==> config.mk <==
export PLATFORM = sky130hd
export DESIGN_NAME = pid_zone_motor_drive
export DESIGN_NICKNAME = d
export VERILOG_FILES = /design/src/hdl/pzmd_pkg.sv /design/src/hdl/pzmd_seq.sv /design/src/hdl/pzmd_dpath.sv /design/src/hdl/pid_zone_motor_drive.sv
export SDC_FILE = /design/constraint.sdc
export NUM_CORES = 1
export LEC_CHECK = 0
export ABC_AREA = 1
export ABC_CLOCK_PERIOD_IN_PS = 18850
export BUFFER_PORTS_ARGS = -buffer_cell sky130_fd_sc_hd__buf_4
export CAP_MARGIN = 25
export CORE_ASPECT_RATIO = 1.2
export CORE_MARGIN = 2
export CORE_UTILIZATION = 45
export CTS_CLUSTER_DIAMETER = 30
export CTS_CLUSTER_SIZE = 28
export DETAILED_ROUTE_END_ITERATION = 10
export SYNTH_ARGS = -nofsm -noshare
export SYNTH_HDL_FRONTEND = slang
export SYNTH_SLANG_ARGS = --single-unit
==> constraint.sdc <==
create_clock -name clk -period 18.85 [get_ports clk]
set_input_delay 2.8275 -clock clk [delete_from_list [all_inputs] [get_ports clk]]
set_output_delay 2.8275 -clock clk [all_outputs]
set_load 0.02 [all_outputs]
==> src/hdl/pzmd_pkg.sv <==
// ----------------------------------------------------------------------------
// pzmd_pkg
// Shared types, constants and the control-store program for the zoned
// PID motor drive.
// ----------------------------------------------------------------------------
package pzmd_pkg;

  localparam int SAMPLE_BITS_DEF = 8;
  localparam int FULL_DUTY_DEF   = 110;

  localparam int STEP_W     = 3;
  localparam int CFG_IDX_W  = 3;
  localparam int CFG_DATA_W = 16;
  localparam int GAIN_W     = 16;
  localparam int PID_W      = 24;

  // duty = floor(pid * 205 / 256); any pid above DUTY_QMAX maps to 255
  localparam int DUTY_SCALE = 205;
  localparam int DUTY_QMAX  = 319;

  localparam logic signed [PID_W-1:0] PID_MAX = 24'sh7FFFFF;
  localparam logic signed [PID_W-1:0] PID_MIN = 24'sh800000;

  localparam logic [7:0] SETPOINT_RST   = 8'd127;
  localparam logic [7:0] OUTER_RST      = 8'd100;
  localparam logic [7:0] MID_RST        = 8'd90;
  localparam logic [7:0] DEAD_RST       = 8'd50;
  localparam logic [6:0] INT_LIMIT_RST  = 7'd100;

  typedef enum logic [CFG_IDX_W-1:0] {
    CFG_SETPOINT  = 3'd0,
    CFG_GAIN_PROP = 3'd1,
    CFG_GAIN_INT  = 3'd2,
    CFG_GAIN_DER  = 3'd3,
    CFG_OUTER     = 3'd4,
    CFG_MID       = 3'd5,
    CFG_DEAD      = 3'd6,
    CFG_INT_LIMIT = 3'd7
  } cfg_idx_t;

  typedef enum logic [1:0] {
    DIR_STOP = 2'd0,
    DIR_LOW  = 2'd1,
    DIR_HIGH = 2'd2
  } dir_t;

  typedef enum logic [2:0] {
    ZONE_HOLD  = 3'd0,
    ZONE_ABOVE = 3'd1,
    ZONE_BELOW = 3'd2,
    ZONE_UPPER = 3'd3,
    ZONE_LOWER = 3'd4,
    ZONE_DEAD  = 3'd5
  } zone_t;

  typedef enum logic [2:0] {
    MUL_NONE  = 3'd0,
    MUL_PROP  = 3'd1,
    MUL_INTEG = 3'd2,
    MUL_DERIV = 3'd3,
    MUL_DUTY  = 3'd4
  } mul_sel_t;

  typedef enum logic [1:0] {
    ACC_HOLD = 2'd0,
    ACC_LOAD = 2'd1,
    ACC_ADD  = 2'd2
  } acc_op_t;

  typedef enum logic [1:0] {
    JC_NEVER    = 2'd0,
    JC_NO_INPUT = 2'd1,
    JC_OUT_BUSY = 2'd2
  } jcond_t;

  typedef struct packed {
    mul_sel_t          mul;
    acc_op_t           acc;
    logic              load;
    logic              qsat;
    logic              finish;
    jcond_t            cond;
    logic [STEP_W-1:0] target;
  } ctrl_t;

  localparam ctrl_t CTRL_NOP = '{mul: MUL_NONE, acc: ACC_HOLD, load: 1'b0, qsat: 1'b0,
                                 finish: 1'b0, cond: JC_NEVER, target: '0};

  // Control store: one word per step; the counter wraps from the last step to 0.
  function automatic ctrl_t ucode_rom(input logic [STEP_W-1:0] step);
    ctrl_t w;
    w = CTRL_NOP;
    case (step)
      3'd0: begin
        w.load   = 1'b1;
        w.cond   = JC_NO_INPUT;
        w.target = 3'd0;
      end
      3'd1: begin
        w.mul = MUL_PROP;
      end
      3'd2: begin
        w.mul = MUL_INTEG;
        w.acc = ACC_LOAD;
      end
      3'd3: begin
        w.mul = MUL_DERIV;
        w.acc = ACC_ADD;
      end
      3'd4: begin
        w.acc = ACC_ADD;
      end
      3'd5: begin
        w.qsat = 1'b1;
      end
      3'd6: begin
        w.mul = MUL_DUTY;
      end
      3'd7: begin
        w.finish = 1'b1;
        w.cond   = JC_OUT_BUSY;
        w.target = 3'd7;
      end
      default: begin
        w = CTRL_NOP;
      end
    endcase
    return w;
  endfunction

endpackage

==> src/hdl/pzmd_seq.sv <==
// ----------------------------------------------------------------------------
// pzmd_seq
// Step counter and control store; issues one control word per cycle and
// takes the conditional jumps that wait for input and for the output slot.
// ----------------------------------------------------------------------------
module pzmd_seq (
  input  logic           clk,
  input  logic           rst_n,
  input  logic           in_valid,
  input  logic           out_busy,
  output pzmd_pkg::ctrl_t ctrl
);
  import pzmd_pkg::*;

  logic [STEP_W-1:0] step_r, step_nxt;
  logic              jump;

  assign ctrl = ucode_rom(step_r);

  always_comb begin
    case (ctrl.cond)
      JC_NO_INPUT: jump = !in_valid;
      JC_OUT_BUSY: jump = out_busy;
      default:     jump = 1'b0;
    endcase
  end

  // Jump to target while the condition holds, otherwise advance (wraps to 0).
  assign step_nxt = jump ? ctrl.target : step_r + 1'b1;

  always_ff @(posedge clk) begin
    if (!rst_n) begin
      step_r <= '0;
    end else begin
      step_r <= step_nxt;
    end
  end

endmodule

==> src/hdl/pzmd_dpath.sv <==
// ----------------------------------------------------------------------------
// pzmd_dpath
// Datapath: configuration registers, controller state, one shared signed
// multiplier with product register, accumulator, saturation, zone logic
// and the output register.
// ----------------------------------------------------------------------------
module pzmd_dpath #(
  parameter int SAMPLE_BITS = pzmd_pkg::SAMPLE_BITS_DEF,
  parameter int FULL_DUTY   = pzmd_pkg::FULL_DUTY_DEF
) (
  input  logic                                clk,
  input  logic                                rst_n,
  input  pzmd_pkg::ctrl_t                     ctrl,
  input  logic                                in_valid,
  input  logic [SAMPLE_BITS-1:0]              in_sample,
  input  logic                                out_ready,
  output logic                                out_busy,
  output logic                                out_valid,
  output logic [1:0]                          out_direction,
  output logic [7:0]                          out_duty,
  output logic signed [pzmd_pkg::PID_W-1:0]   out_pid_value,
  output logic [2:0]                          out_zone,
  input  logic                                cfg_we,
  input  logic [pzmd_pkg::CFG_IDX_W-1:0]      cfg_index,
  input  logic [pzmd_pkg::CFG_DATA_W-1:0]     cfg_data
);
  import pzmd_pkg::*;

  localparam int EW = SAMPLE_BITS + 1;          // error
  localparam int AW = SAMPLE_BITS + 2;          // sum and difference of errors
  localparam int ZW = SAMPLE_BITS + 2;          // zone compares
  localparam int PW = GAIN_W + AW;              // product
  localparam int SW = PW + 2;                   // sum of three products
  localparam int CW = (SW > PID_W + 1) ? SW : PID_W + 1;

  // configuration
  logic [7:0]               setpoint_r, outer_r, mid_r, dead_r;
  logic [6:0]               ilim_r;
  logic signed [GAIN_W-1:0] kp_r, ki_r, kd_r;

  // controller state
  logic signed [7:0]        error_sum_r;
  logic signed [EW-1:0]     last_error_r;
  dir_t                     held_dir_r;
  logic [7:0]               held_duty_r;

  // per-sample working registers
  logic signed [EW-1:0]     err_r;
  logic signed [7:0]        isum_r;
  logic signed [AW-1:0]     diff_r;
  zone_t                    zone_r;
  logic signed [PW-1:0]     prod_r;
  logic signed [SW-1:0]     sum_r;
  logic signed [PID_W-1:0]  q_r;

  // output register
  logic                     out_valid_r;
  dir_t                     out_dir_r;
  logic [7:0]               out_duty_r;
  logic signed [PID_W-1:0]  out_pid_r;
  zone_t                    out_zone_r;

  logic                     load_go, finish_go;

  assign out_busy  = out_valid_r && !out_ready;
  assign load_go   = ctrl.load && in_valid;
  assign finish_go = ctrl.finish && !out_busy;

  // ---------------- sample load: error, clamped integral, difference, zone
  logic signed [EW-1:0] err_w;
  logic signed [AW-1:0] acc_w, lim_w, diff_w;
  logic signed [7:0]    isum_w;
  logic signed [ZW-1:0] s_z, sp_z, x_z, y_z, z_z;
  zone_t                zone_w;

  assign err_w  = $signed(EW'(setpoint_r)) - $signed(EW'(in_sample));
  assign acc_w  = AW'(error_sum_r) + AW'(err_w);
  assign lim_w  = $signed(AW'(ilim_r));
  assign diff_w = AW'(last_error_r) - AW'(err_w);

  always_comb begin
    if (acc_w > lim_w) begin
      isum_w = 8'(lim_w);
    end else if (acc_w < -lim_w) begin
      isum_w = 8'(-lim_w);
    end else begin
      isum_w = 8'(acc_w);
    end
  end

  assign s_z  = $signed(ZW'(in_sample));
  assign sp_z = $signed(ZW'(setpoint_r));
  assign x_z  = $signed(ZW'(outer_r));
  assign y_z  = $signed(ZW'(mid_r));
  assign z_z  = $signed(ZW'(dead_r));

  // dead band takes priority over every other zone
  always_comb begin
    if (s_z > sp_z - z_z && s_z < sp_z + z_z) begin
      zone_w = ZONE_DEAD;
    end else if (s_z >= sp_z + x_z) begin
      zone_w = ZONE_ABOVE;
    end else if (s_z < sp_z - x_z) begin
      zone_w = ZONE_BELOW;
    end else if (s_z < sp_z + x_z && s_z > sp_z + y_z) begin
      zone_w = ZONE_UPPER;
    end else if (s_z > sp_z - x_z && s_z < sp_z - y_z) begin
      zone_w = ZONE_LOWER;
    end else begin
      zone_w = ZONE_HOLD;
    end
  end

  // ---------------- shared multiplier
  logic signed [GAIN_W-1:0] mul_a;
  logic signed [AW-1:0]     mul_b, qc_w;
  logic signed [PW-1:0]     prod_w;

  // pid above DUTY_QMAX already saturates the duty; nonpositive gives zero
  always_comb begin
    if (q_r <= 0) begin
      qc_w = '0;
    end else if (q_r > PID_W'(DUTY_QMAX)) begin
      qc_w = AW'(DUTY_QMAX);
    end else begin
      qc_w = AW'(q_r);
    end
  end

  always_comb begin
    case (ctrl.mul)
      MUL_PROP: begin
        mul_a = kp_r;
        mul_b = AW'(err_r);
      end
      MUL_INTEG: begin
        mul_a = ki_r;
        mul_b = AW'(isum_r);
      end
      MUL_DERIV: begin
        mul_a = kd_r;
        mul_b = diff_r;
      end
      MUL_DUTY: begin
        mul_a = GAIN_W'(DUTY_SCALE);
        mul_b = qc_w;
      end
      default: begin
        mul_a = '0;
        mul_b = '0;
      end
    endcase
  end

  assign prod_w = mul_a * mul_b;

  // ---------------- saturation of floor(sum / 256)
  logic signed [CW-1:0]    q_wide;
  logic signed [PID_W-1:0] q_w;

  assign q_wide = CW'(sum_r >>> 8);

  always_comb begin
    if (q_wide > CW'(PID_MAX)) begin
      q_w = PID_MAX;
    end else if (q_wide < CW'(PID_MIN)) begin
      q_w = PID_MIN;
    end else begin
      q_w = PID_W'(q_wide);
    end
  end

  // ---------------- drive selection
  dir_t       dir_w;
  logic [7:0] duty_w, pd_w;

  assign pd_w = prod_r[15:8];

  always_comb begin
    case (zone_r)
      ZONE_DEAD: begin
        dir_w  = DIR_STOP;
        duty_w = 8'd0;
      end
      ZONE_ABOVE: begin
        dir_w  = DIR_HIGH;
        duty_w = 8'(FULL_DUTY);
      end
      ZONE_BELOW: begin
        dir_w  = DIR_LOW;
        duty_w = 8'(FULL_DUTY);
      end
      ZONE_UPPER: begin
        dir_w  = DIR_HIGH;
        duty_w = pd_w;
      end
      ZONE_LOWER: begin
        dir_w  = DIR_LOW;
        duty_w = pd_w;
      end
      default: begin
        dir_w  = held_dir_r;
        duty_w = held_duty_r;
      end
    endcase
  end

  // ---------------- control registers
  always_ff @(posedge clk) begin
    if (!rst_n) begin
      setpoint_r   <= SETPOINT_RST;
      kp_r         <= '0;
      ki_r         <= '0;
      kd_r         <= '0;
      outer_r      <= OUTER_RST;
      mid_r        <= MID_RST;
      dead_r       <= DEAD_RST;
      ilim_r       <= INT_LIMIT_RST;
      error_sum_r  <= '0;
      last_error_r <= '0;
      held_dir_r   <= DIR_STOP;
      held_duty_r  <= '0;
      out_valid_r  <= 1'b0;
    end else begin
      if (cfg_we) begin
        case (cfg_idx_t'(cfg_index))
          CFG_SETPOINT:  setpoint_r <= cfg_data[7:0];
          CFG_GAIN_PROP: kp_r       <= $signed(cfg_data);
          CFG_GAIN_INT:  ki_r       <= $signed(cfg_data);
          CFG_GAIN_DER:  kd_r       <= $signed(cfg_data);
          CFG_OUTER:     outer_r    <= cfg_data[7:0];
          CFG_MID:       mid_r      <= cfg_data[7:0];
          CFG_DEAD:      dead_r     <= cfg_data[7:0];
          CFG_INT_LIMIT: ilim_r     <= cfg_data[6:0];
          default:       ;
        endcase
      end
      if (load_go) begin
        error_sum_r  <= isum_w;
        last_error_r <= err_w;
      end
      if (finish_go) begin
        held_dir_r  <= dir_w;
        held_duty_r <= duty_w;
        out_valid_r <= 1'b1;
      end else if (out_ready) begin
        out_valid_r <= 1'b0;
      end
    end
  end

  // ---------------- payload registers
  always_ff @(posedge clk) begin
    if (load_go) begin
      err_r  <= err_w;
      isum_r <= isum_w;
      diff_r <= diff_w;
      zone_r <= zone_w;
    end
    if (ctrl.mul != MUL_NONE) begin
      prod_r <= prod_w;
    end
    case (ctrl.acc)
      ACC_LOAD: sum_r <= SW'(prod_r);
      ACC_ADD:  sum_r <= sum_r + SW'(prod_r);
      default:  ;
    endcase
    if (ctrl.qsat) begin
      q_r <= q_w;
    end
    if (finish_go) begin
      out_dir_r  <= dir_w;
      out_duty_r <= duty_w;
      out_pid_r  <= q_r;
      out_zone_r <= zone_r;
    end
  end

  assign out_valid     = out_valid_r;
  assign out_direction = out_dir_r;
  assign out_duty      = out_duty_r;
  assign out_pid_value = out_pid_r;
  assign out_zone      = out_zone_r;

endmodule

==> src/hdl/pid_zone_motor_drive.sv <==
// ----------------------------------------------------------------------------
// pid_zone_motor_drive
// Zoned PID motor drive for a position loop, one result per sample.
// ----------------------------------------------------------------------------
// Usage:
//   Input channel in_valid/in_ready/in_sample carries one position sample per
//   transfer. Each sample yields exactly one result on out_valid/out_ready
//   with out_direction, out_duty, out_pid_value and out_zone.
//   Configuration is written through cfg_we/cfg_index/cfg_data only while idle,
//   a rule for the user that the block does not enforce; writes take effect at
//   the next edge; all eight indexes map to a register, so none is unknown.
//   Each sample runs through the 8-step control program: load, four products
//   through the single shared multiplier with accumulation and saturation, and
//   the output write at the last step; no new sample is taken before it ends.
//   in_ready is high only at the program's first step; the next sample is
//   taken while a finished result still waits in the output register.
//   If the receiver stalls, the program holds at its last step until the
//   output register frees, and accepts no further sample.
//   Reset loads the register defaults (setpoint 127, bands 100/90/50, limit
//   100, gains 0) and clears the integral, last error and held drive.
// ----------------------------------------------------------------------------
module pid_zone_motor_drive #(
  parameter int SAMPLE_BITS = pzmd_pkg::SAMPLE_BITS_DEF,
  parameter int FULL_DUTY   = pzmd_pkg::FULL_DUTY_DEF
) (
  input  logic                                clk,
  input  logic                                rst_n,
  input  logic                                in_valid,
  output logic                                in_ready,
  input  logic [SAMPLE_BITS-1:0]              in_sample,
  output logic                                out_valid,
  input  logic                                out_ready,
  output logic [1:0]                          out_direction,
  output logic [7:0]                          out_duty,
  output logic signed [pzmd_pkg::PID_W-1:0]   out_pid_value,
  output logic [2:0]                          out_zone,
  input  logic                                cfg_we,
  input  logic [pzmd_pkg::CFG_IDX_W-1:0]      cfg_index,
  input  logic [pzmd_pkg::CFG_DATA_W-1:0]     cfg_data
);
  import pzmd_pkg::*;

  ctrl_t ctrl;
  logic  out_busy;

  pzmd_seq u_seq (
    .clk      (clk),
    .rst_n    (rst_n),
    .in_valid (in_valid),
    .out_busy (out_busy),
    .ctrl     (ctrl)
  );

  pzmd_dpath #(
    .SAMPLE_BITS (SAMPLE_BITS),
    .FULL_DUTY   (FULL_DUTY)
  ) u_dpath (
    .clk           (clk),
    .rst_n         (rst_n),
    .ctrl          (ctrl),
    .in_valid      (in_valid),
    .in_sample     (in_sample),
    .out_ready     (out_ready),
    .out_busy      (out_busy),
    .out_valid     (out_valid),
    .out_direction (out_direction),
    .out_duty      (out_duty),
    .out_pid_value (out_pid_value),
    .out_zone      (out_zone),
    .cfg_we        (cfg_we),
    .cfg_index     (cfg_index),
    .cfg_data      (cfg_data)
  );

  assign in_ready = (ctrl.cond == JC_NO_INPUT);

  // after a sample transfer the program is busy with it
  a_busy_after_accept: assert property (@(posedge clk) disable iff (!rst_n)
    in_valid && in_ready |=> !in_ready)
    else $error("in_ready stayed high after a sample transfer");

  a_dead_stops: assert property (@(posedge clk) disable iff (!rst_n)
    out_valid && out_zone == ZONE_DEAD |-> out_direction == DIR_STOP && out_duty == 8'd0)
    else $error("dead band result does not stop the motor");

  a_outer_full: assert property (@(posedge clk) disable iff (!rst_n)
    out_valid && (out_zone == ZONE_ABOVE || out_zone == ZONE_BELOW)
      |-> out_duty == 8'(FULL_DUTY))
    else $error("outer zone result without full duty");

  a_upper_high: assert property (@(posedge clk) disable iff (!rst_n)
    out_valid && (out_zone == ZONE_UPPER || out_zone == ZONE_ABOVE)
      |-> out_direction == DIR_HIGH)
    else $error("upper zone result not driving the high side");

endmodule
==> run_results.csv, run 1 <==
group,metric,value,unit
detailed_routing,drt_iter0_drc,1141,
logic_synthesis,ys_seq_elements,257,
logic_synthesis,synthArstFlopShare,0,%
finish,num-nets-final,3275,
clock_tree,cts.sinks,257,
clock_tree,numCtsBuffers,59,
detailed_routing,drtPass1Iterations,6,
worst_setup_path,end_kind,"flip-flop",
clock_tree,clk_pin_slew,0.05,ns
timing,setup-tns-final,0,ns
power,power.switching,755,uW
logic_synthesis,ys_seq_area_share,29.1,%
detailed_routing,ant_nets,0,
global_route,grt_pass1_wl,100000,um
clock_tree,postCtsHoldBufs,0,
timing,hold_viol,0,
worst_setup_path,critPathKind,"flip-flop to flip-flop",
global_route,grt_max_degree,101,
logic_synthesis,synth_common_cells,"inv_1 (496), nand2_1 (482), nor2_1 (262)",
detailed_routing,wl_per_cell,17.8,um
worst_setup_path,critical_path.startpoint_type,"flip-flop",
finish,fin_cells,3546,
finish,drive_above_1_share,7.25,%
finish,antennaDiodeCount,0,
die,coreArea,49200,sq um
die,die-area,51800,sq um
clock_tree,clockBufferDepth,3,
global_route,grt_pass1_vias,18879,
run,maxCapViolations,0,
die,io_pins,71,
global_route,grt_busiest_layer,"met2",
placed_design,port_buffers,70,
placed_design,gp_congestion,0.928,
logic_synthesis,synth_cell_types,49,
logic_synthesis,avgSynthCellArea,8.02,sq um
logic_synthesis,synth_top_area_share,18.6,%
detailed_routing,via_per_inst,5.29,
timing,skew,0.0496,ns
timing,final-max-slew-violation-count,0,
logic_synthesis,syn_nets,3219,
worst_setup_path,cp_data_required_time,19.19,ns
timing,finalSetupViolCount,0,
clock_tree,cts_root_buffer,"clkbuf_16",
detailed_routing,num_vias,18758,
clock_tree,clk_latency,0.63,ns
timing,fmaxAchievable,126,MHz
worst_hold_path,hp-class,"flip-flop to flip-flop",
power,p_leak,12.2,nW
timing,tightest_slew,1.01,ns
logic_synthesis,synth_edf_count,139,
timing,period_needed,7.92,ns
power,power.density,90.7,nW/um^2
worst_setup_path,worst-endpoint-arrival,8.26,ns
global_route,use_met2,43.9,%
finish,area_growth,13.8,%
placed_design,dp_hpwl,49500,um
die,initial_core_util,45.7,%
power,p_int,1.56,mW
global_route,antenna_found_initial,0,
power,pwr-share-clk,45.9,%
clock_tree,postCtsSetupBuffers,0,
logic_synthesis,synthTopCellsByArea,"edfxtp_1 (19%), fa_1 (13%), ha_1 (13%), dfxtp_1 (11%), inv_1 (8.3%)",
global_route,met1_usage,29.3,%
timing,finalCritPeriodShare,42.0,%
timing,rsz0062_at_grt,"no",
detailed_routing,wl,63000,um
timing,relSlewSlack,32.8,%
outcome,outcome,"completed",
clock_tree,cts_tree,"done",
clock_tree,cts_resized,0,
placed_design,place_inst,3436,
global_route,grt_usage,24.2,%
logic_synthesis,synth_area,22500,sq um
power,pwr-share-seq,29.6,%
power,switching_share,32.6,%
clock_tree,htreeDepth,2,
logic_synthesis,yosys_warnings,0,
worst_setup_path,cp_max_fo,13,
logic_synthesis,synth_most_common_cell,"inv_1",
worst_setup_path,critPathMaxStageDelay,0.62,ns
logic_synthesis,synthCells,2804,
die,rows,89,
global_route,use_met3,2.96,%
worst_setup_path,cpMostUsedCell,"nand2_1",
worst_setup_path,crit_family,"adder cells",
timing,timing.hold.ws,0.449,ns
power,peakVddDrop,0.0830,mV
logic_synthesis,synthFlopType,"edfxtp_1",
worst_setup_path,cp_slowest_cell,"nand2_1",
worst_setup_path,ff2ff_setup_slack,10.93,ns
power,power_frac_comb,24.4,%
worst_setup_path,worst-path-buf-inv,5,
die,die_w,208,um
detailed_routing,drc_errors,0,
global_route,gr-total-overflow,0,
logic_synthesis,yosys.area.top_type,"edfxtp_1",
die,die_h,249,um
[flip-flops by register name, summed over array words and instances, names as in the netlist, 8 cells and up]
name and cells:
u_dpath.mid_r 8, u_dpath.held_duty_r 8, u_dpath.ki_r 16, u_dpath.kp_r 16
u_dpath.setpoint_r 8, u_dpath.q_r 21, u_dpath.err_r 9, u_dpath.isum_r 8
u_dpath.error_sum_r 8, u_dpath.dead_r 8, u_dpath.outer_r 8, u_dpath.sum_r 28
u_dpath.out_pid_value 21, u_dpath.prod_r 26, u_dpath.kd_r 16, u_dpath.diff_r 10
u_dpath.out_duty 8, u_dpath.last_error_r 9
[kinds of logic after synthesis]
logic type | after synthesis | share of synthesized area [%]
AND/OR/NAND/NOR | 977 | 18.1
buffers and inverters | 586 | 10.2
AO/OA/AOI/OAI | 513 | 12.9
adder cells (fa/ha/maj) | 383 | 26.3
flip-flops | 257 | 29.1
XOR/XNOR | 88 | 3.43
[power groups by stage]
stage                     Combinational (mW)  Sequential [mW]  Clock, mW
after floorplan                        0.421            0.677          0
after global placement                 0.552            0.698          0
after detailed placement               0.561            0.698          0
after CTS                              0.564            0.688       1.08
after global routing                   0.643            0.690       1.11
final                                  0.567            0.688       1.07
[metal layers]
layer,part of all wire [%],vias up,routed length (um)
met5,0,-,0
met4,3.4,0,2110
met3,3.8,118,2400
met2,50,454,31800
met1,42,8943,26700
li1,-,9243,-
[layout make-up]
class | instances | area, sq um
Inverter | 505 | 1900
Multi-Input combinational cell | 1961 | 13700
Sequential cell | 257 | 6540
Tap cell | 637 | 797
Clock inverter | 41 | 520
Fill cell | 4745 | 23600
Timing Repair Buffer | 76 | 571
Clock buffer | 69 | 1590
[tightest hold or removal path: stages (launching register included)]
cell	delay (ns)
dfxtp_1	0.29
inv_1	0.06
a21oi_1	0.05
[cells in the final DEF (no fill, tap or decap), types with 4 or more instances in the layout]
master,n
a21boi_0,4
clkinv_2,15
clkbuf_1,5
nor2_1,261
o211ai_1,18
nand2_2,9
dfxtp_1,118
a22o_1,7
nand4_1,32
a31oi_1,14
nand3b_1,9
or2_2,8
a21oi_1,227
o22ai_1,16
clkinv_1,8
xnor2_1,26
nor3_1,18
a21o_1,12
clkinv_4,5
inv_1,496
clkinvlp_4,4
fa_1,150
ha_1,233
o21bai_1,21
o311ai_0,7
a211oi_1,8
nor4_1,10
bufinv_16,9
nand2_1,482
inv_2,4
nand3_1,140
edfxtp_1,139
o21a_1,7
o21ai_0,162
clkbuf_16,61
xor2_1,62
buf_4,76
[worst paths after layout]
path | end | cells after the start | startpoint
max reg2reg | u_dpath.prod_r[20]$_DFFE_PP_ | 28 | u_seq.step_r[2]$_SDFF_PN0_
min | u_dpath.kd_r[4]$_SDFFE_PN0P_ | 2 | u_dpath.kd_r[4]$_SDFFE_PN0P_
min reg2reg | u_dpath.kd_r[4]$_SDFFE_PN0P_ | 2 | u_dpath.kd_r[4]$_SDFFE_PN0P_
max | u_dpath.prod_r[20]$_DFFE_PP_ | 28 | u_seq.step_r[2]$_SDFF_PN0_
[per-stage QoR]
stage	power, mW	utilization, %	setup slack, ns	area (sq um)
after global placement	1.25	47.7	10.83	23500
after detailed placement	1.26	47.7	10.94	23500
after floorplan	1.10	-	12.20	22500
after global routing	2.44	52.0	10.33	25600
final	2.32	52.0	10.93	25600
after CTS	2.33	52.0	10.90	25600
Note: power is estimated with default switching activity, not from simulation.
==> run 2: changes to the inputs <==
--- a/config.mk
+++ b/config.mk
@@ -5,8 +5,8 @@
 export SDC_FILE = /design/constraint.sdc
 export NUM_CORES = 1
 export LEC_CHECK = 0
-export ABC_AREA = 1
-export ABC_CLOCK_PERIOD_IN_PS = 18850
+export ABC_AREA = 0
+export ABC_CLOCK_PERIOD_IN_PS = 7860
 export BUFFER_PORTS_ARGS = -buffer_cell sky130_fd_sc_hd__buf_4
 export CAP_MARGIN = 25
 export CORE_ASPECT_RATIO = 1.2
==> constraint.sdc (replaced) <==
create_clock -name clk -period 7.86 [get_ports clk]
set_input_delay 1.179 -clock clk [delete_from_list [all_inputs] [get_ports clk]]
set_output_delay 1.179 -clock clk [all_outputs]
set_load 0.02 [all_outputs]
==> run 2 against run 1 <==
Effect of this change:
- via count decreased by 9.1%
- sequential share of layout area increased by 0.23 points
- die area decreased by 2.8%
- synthesized area decreased by 2.8%
- wire length decreased by 8.6%
- count of clock-buffer cells in the layout increased by 4
- flip-flop and latch count unchanged
- largest cell class unchanged
==> run_results.csv, run 2 <==
group,metric,value,unit
outcome,outcome,"completed",
power,power.switching,1.80,mW
worst_setup_path,critPathMaxStageDelay,0.55,ns
power,p_int,3.87,mW
logic_synthesis,syn_nets,2800,
logic_synthesis,synth_cell_types,81,
clock_tree,numCtsBuffers,58,
detailed_routing,ant_nets,0,
detailed_routing,via_per_inst,5.39,
worst_setup_path,cp_data_required_time,8.24,ns
die,initial_core_util,45.5,%
worst_setup_path,crit_chain,"ha_1, ha_1, or4_4, a311oi_4, o21ai_0, a21oi_2, buf_4, nand2_1, fa_1, inv_1, fa_1, fa_1, fa_1, inv_1, fa_1, inv_1, ha_1, and3_1, nand2_1, o31a_1, or3_1, a21o_1, and3_1, a311o_1",
timing,fmaxAchievable,132,MHz
detailed_routing,drtPass1Iterations,5,
timing,period_needed,7.56,ns
die,die-area,50300,sq um
die,rows,88,
finish,top_regs,"u_dpath.sum_r (28), u_dpath.prod_r (26)",
global_route,gr-total-overflow,0,
timing,finalCritPeriodShare,96.1,%
logic_synthesis,synth_most_common_cell,"nand2_1",
clock_tree,cts_root_buffer,"clkbuf_16",
timing,tightest_slew,0.954,ns
logic_synthesis,synth_edf_count,139,
worst_setup_path,cpMostUsedCell,"fa_1",
logic_synthesis,synthTopCellsByArea,"edfxtp_1 (19%), fa_1 (14%), ha_1 (13%), dfxtp_1 (11%), nand2_1 (6.4%)",
timing,skew,0.0785,ns
power,p_leak,11.1,nW
detailed_routing,drt_iter0_drc,944,
logic_synthesis,ys_seq_elements,257,
detailed_routing,num_vias,17047,
finish,area_growth,16.1,%
clock_tree,clk_pin_slew,0.05,ns
finish,finish.utilization,52.8,%
detailed_routing,wl,57600,um
global_route,grt_pass1_vias,17620,
power,pwr-share-clk,43.7,%
clock_tree,cts_tree,"done",
finish,num-nets-final,2898,
logic_synthesis,avgSynthCellArea,9.16,sq um
timing,finalSetupViolCount,0,
logic_synthesis,synthArstFlopShare,0,%
clock_tree,cts.sinks,257,
finish,fin_cells,3161,
finish,fillCellCount,4505,
power,switching_share,31.7,%
timing,relSlewSlack,36.2,%
clock_tree,clockBufferDepth,3,
die,coreArea,48000,sq um
detailed_routing,wl_per_cell,18.2,um
worst_hold_path,hp-class,"flip-flop to flip-flop",
power,peakVddDrop,0.158,mV
timing,hold_viol,0,
placed_design,gp_congestion,0.930,
global_route,grt_usage,23.2,%
finish,final_common_cell,"nand2_1",
global_route,antenna_found_initial,1,
power,power.density,224,nW/um^2
logic_synthesis,synth_top_area_share,19.1,%
logic_synthesis,synth_area,21800,sq um
clock_tree,htreeDepth,2,
worst_setup_path,worst-endpoint-arrival,7.94,ns
logic_synthesis,yosys.area.top_type,"edfxtp_1",
worst_setup_path,end_kind,"flip-flop",
power,pwr-share-seq,29.3,%
placed_design,place_inst,3039,
clock_tree,clk_latency,0.64,ns
die,io_pins,71,
run,maxCapViolations,0,
logic_synthesis,synthFlopType,"edfxtp_1",
timing,final-max-slew-violation-count,0,
die,die_h,245,um
placed_design,port_buffers,70,
detailed_routing,drc_errors,0,
finish,largest_reg_flops,28,
worst_setup_path,critPathKind,"flip-flop to flip-flop",
worst_setup_path,critical_path.startpoint_type,"flip-flop",
power,power_frac_comb,27.1,%
placed_design,dp_hpwl,44800,um
logic_synthesis,yosys_warnings,0,
die,die_w,205,um
finish,drive_above_1_share,11.8,%
finish,regMostFlops,"u_dpath.sum_r",
logic_synthesis,synthCells,2385,
global_route,grt_pass1_wl,92000,um
logic_synthesis,synth_common_cells,"nand2_1 (371), inv_1 (318), ha_1 (233)",
global_route,grt_max_degree,76,
timing,setup-tns-final,0,ns
clock_tree,postCtsHoldBufs,0,
worst_setup_path,cp_slowest_cell,"fa_1",
finish,layout_common_cells,"nand2_1 (366), inv_1 (318), ha_1 (230)",
worst_setup_path,cp_max_fo,6,
logic_synthesis,ys_seq_area_share,29.9,%
[run 2: worst paths after layout]
kind                                             startpoint                            to  slack (ns)  cells after the start
worst min-delay path            u_dpath.sum_r[13]$_DFFE_PP_  u_dpath.q_r[5]$_SDFFCE_PN1N_        0.41                      0
worst max-delay path             u_seq.step_r[0]$_SDFF_PN0_  u_dpath.prod_r[24]$_DFFE_PP_        0.30                     24
worst max register to register   u_seq.step_r[0]$_SDFF_PN0_  u_dpath.prod_r[24]$_DFFE_PP_        0.30                     24
worst min register to register  u_dpath.sum_r[13]$_DFFE_PP_  u_dpath.q_r[5]$_SDFFCE_PN1N_        0.41                      0
[run 2: critical path, delay by kind of cell, from the launching register on]
kind            cells  cell delay [ns]
simple gates        6             1.46
flops               1             0.36
compound gates      6             1.69
buf+inv             4             0.34
fa+ha+maj           8             3.46
[run 2: power by group through the flow]
| stage | Clock [mW] | Sequential, mW | Combinational [mW] |
|---|---|---|---|
| finish | 2.48 | 1.66 | 1.53 |
| global route | 2.59 | 1.67 | 1.71 |
| CTS | 2.52 | 1.66 | 1.52 |
| detailed placement | 0 | 1.68 | 1.51 |
| global placement | 0 | 1.68 | 1.48 |
| floorplan | 0 | 1.65 | 1.14 |
[run 2: cell families (layout without fill, tap and decap cells)]
kind of cell	count (synthesis)	in the layout	share of synthesized area, %
simple gates	710	710	14.4
fa+ha+maj	383	383	27.1
buf+inv	417	562	7.43
xor+xnor	99	99	3.97
compound gates	493	493	15.9
other cells	0	1	0
flops	257	257	29.9
mux	26	26	1.27
[run 2: what timing repair did]
action | CTS | global route
resized for setup | 0 | 19
endpoints found under the setup margin | 1 | 6
pin swaps | 1 | 11
buffers inserted | 2 | 10
[run 2: routing by layer]
metal / GRT usage [%] / up-vias / wire length (um)
li1: - / 8245 / -
met5: 0 / - / 0
met4: 10.4 / 0 / 2480
met2: 42.5 / 431 / 30000
met3: 3.05 / 132 / 2340
met1: 26.8 / 8239 / 22700
[run 2: area by class of cell]
class	instances	area (sq um)	share of cell area [%]
diodes	1	2.50	0.00987
inverters	319	1200	4.72
well taps	630	788	3.11
flip-flops and latches	257	6540	25.8
repair buffers	136	1040	4.11
clock buffers	73	1580	6.22
clock inverters	34	467	1.84
multi-input cells	1711	13700	54.2
[run 2: stage by stage]
stage / instance area (sq um) / hold slack [ns] / worst slack (ns) / total power, mW
4_1_cts: 25200 / 0.410 / 0.0643 / 5.70
3_3_place_gp: 23100 / 0.441 / 0.148 / 3.16
6_report: 25400 / 0.414 / 0.305 / 5.67
5_1_grt: 25300 / 0.408 / -0.0190 / 5.97
2_1_floorplan: 21800 / 0.427 / 0.628 / 2.79
3_5_place_dp: 23100 / 0.448 / -0.0131 / 3.20
==> run 3: changes to the inputs <==
--- a/config.mk
+++ b/config.mk
@@ -10,7 +10,6 @@
 export BUFFER_PORTS_ARGS = -buffer_cell sky130_fd_sc_hd__buf_4
 export CAP_MARGIN = 25
 export CORE_ASPECT_RATIO = 1.2
-export CORE_MARGIN = 2
 export CORE_UTILIZATION = 45
 export CTS_CLUSTER_DIAMETER = 30
 export CTS_CLUSTER_SIZE = 28
==> run 3 against run 2 <==
Effect of this change:
- critical path type unchanged
- die area down 1.8%
- first-iteration DRC count decreased by 12%
- wire length decreased by 1.5%
- largest cell class unchanged
- utilization increased by 0.052 points
- clock power about the same
- sequential power hardly changed
==> run_results.csv, run 3 (same netlist as run 2, synthesis figures left out) <==
group,metric,value,unit
worst_setup_path,reg2reg_depth,25,
clock_tree,clockBufferDepth,3,
worst_setup_path,worst-path-buf-inv,5,
finish,num-nets-final,2894,
timing,final-max-slew-violation-count,0,
timing,tightest_slew,1.07,ns
global_route,grt_pass1_wl,90300,um
worst_setup_path,reg2reg_to,"u_dpath.prod_r[24]$_DFFE_PP_",
die,coreArea,48000,sq um
die,die_h,243,um
finish,antennaDiodeCount,0,
detailed_routing,drtPass1Iterations,5,
worst_hold_path,hold_end,"u_dpath.q_r[4]$_SDFFCE_PN1N_",
timing,hold_viol,0,
global_route,grt_pass1_vias,17202,
finish,layout_common_cells,"nand2_1 (371), inv_1 (317), ha_1 (229)",
worst_setup_path,regToRegStartpoint,"u_seq.step_r[0]$_SDFF_PN0_",
worst_setup_path,worst-endpoint-arrival,7.88,ns
timing,timing.hold.ws,0.456,ns
worst_setup_path,cp_data_required_time,8.22,ns
power,switching_share,32.0,%
placed_design,place_area,23100,sq um
placed_design,gp_congestion,0.938,
power,power.switching,1.82,mW
die,rows,88,
timing,finalCritPeriodShare,95.7,%
die,die-area,49400,sq um
worst_hold_path,hp-class,"flip-flop to flip-flop",
clock_tree,cts_tree,"done",
timing,setup-tns-final,0,ns
clock_tree,htreeDepth,2,
global_route,gr-total-overflow,0,
detailed_routing,drc_errors,0,
placed_design,dp_hpwl,44300,um
run,maxCapViolations,0,
power,p_int,3.86,mW
timing,fmaxAchievable,133,MHz
clock_tree,clk_latency,0.62,ns
global_route,grt_max_degree,76,
timing,relSlewSlack,26.8,%
power,power_frac_comb,27.0,%
timing,rsz0062_at_grt,"no",
clock_tree,postCtsHoldBufs,0,
power,pwr-share-clk,43.8,%
timing,period_needed,7.53,ns
outcome,outcome,"completed",
worst_setup_path,cp_max_fo,7,
finish,drive_above_1_share,11.9,%
worst_setup_path,crit_family,"adder cells",
die,die_w,203,um
die,io_pins,71,
power,p_leak,11.1,nW
worst_setup_path,ff2ff_setup_slack,0.33,ns
finish,regMostFlops,"u_dpath.sum_r",
power,power.density,224,nW/um^2
power,peakVddDrop,0.202,mV
timing,finalSetupViolCount,0,
worst_setup_path,critPathKind,"flip-flop to flip-flop",
finish,area_growth,16.2,%
timing,skew,0.0423,ns
worst_setup_path,crit_path_start,"u_seq.step_r[0]$_SDFF_PN0_",
detailed_routing,via_per_inst,5.35,
worst_hold_path,hp-start,"u_dpath.sum_r[12]$_DFFE_PP_",
clock_tree,numCtsBuffers,59,
clock_tree,cts.sinks,257,
finish,fin_area,25400,sq um
worst_setup_path,cp_slowest_cell,"fa_1",
detailed_routing,drt_iter0_drc,827,
die,initial_core_util,45.5,%
finish,top_regs,"u_dpath.sum_r (28), u_dpath.prod_r (26)",
worst_hold_path,hold_depth,0,
detailed_routing,wl,56700,um
finish,final_common_cell,"nand2_1",
worst_setup_path,cpMostUsedCell,"fa_1",
placed_design,port_buffers,70,
global_route,grt_usage,23.2,%
power,pwr-share-seq,29.2,%
clock_tree,cts_root_buffer,"clkbuf_16",
detailed_routing,wl_per_cell,18.0,um
clock_tree,clk_pin_slew,0.05,ns
detailed_routing,ant_nets,0,
worst_setup_path,end_kind,"flip-flop",
worst_setup_path,critical_path.startpoint_type,"flip-flop",
detailed_routing,num_vias,16910,
finish,largest_reg_flops,28,
global_route,antenna_found_initial,0,
worst_setup_path,critPathMaxStageDelay,0.54,ns
==> run 3: how the worst max path moves through the flow <==
| stage | endpoint | slack, ns | cells after the start |
|---|---|---|---|
| final | u_dpath.prod_r[24]$_DFFE_PP_ | 0.33 | 25 |
| after global routing | u_dpath.prod_r[25]$_DFFE_PP_ | 0.004 | 26 |
| after CTS | u_dpath.prod_r[25]$_DFFE_PP_ | 0.003 | 24 |
| after detailed placement | u_dpath.prod_r[25]$_DFFE_PP_ | -0.04 | 26 |
| after global placement | u_dpath.prod_r[25]$_DFFE_PP_ | 0.11 | 26 |
| after floorplan | u_dpath.prod_r[25]$_DFFE_PP_ | 0.63 | 27 |
==> run 3: area by class of cell <==
class                   count  area [sq um]
flip-flops and latches    257          6540
fillers                  4427         22600
repair buffers            131          1040
multi-input cells        1711         13700
well taps                 630           788
clock buffers              69          1610
inverters                 319          1200
clock inverters            42           454
==> run 3: timing repair <==
action | in CTS | in global routing
setup buffers | 1 | 9
resized for setup | 2 | 14
pin swaps | 1 | 8
setup endpoints to repair | 1 | 4
==> run 3: routing by layer <==
metal  global-route usage, %  vias up  share of wire, %
met4                    9.73        0               3.9
met1                    26.6     8199                40
li1                        -     8232                 -
met2                    42.9      358                52
met5                       0        -                 0
met3                    3.17      121               3.9
==> run 3: metrics by stage <==
stage / setup slack [ns] / total power, mW / utilization (%) / cells
finish: 0.335 / 5.67 / 52.9 / 3159
global route: 0.00398 / 5.96 / 52.9 / 3159
CTS: 0.00331 / 5.70 / 52.5 / 3149
detailed placement: -0.0406 / 3.19 / 48.2 / 3037
global placement: 0.111 / 3.16 / 48.2 / 3035
floorplan: 0.628 / 2.79 / - / 2385
==> run 3: power by group through the flow <==
stage | Combinational (mW) | Clock, mW | Sequential [mW]
floorplan | 1.14 | 0 | 1.65
global placement | 1.48 | 0 | 1.68
global route | 1.70 | 2.59 | 1.67
CTS | 1.52 | 2.53 | 1.66
finish | 1.53 | 2.49 | 1.66
detailed placement | 1.51 | 0 | 1.68
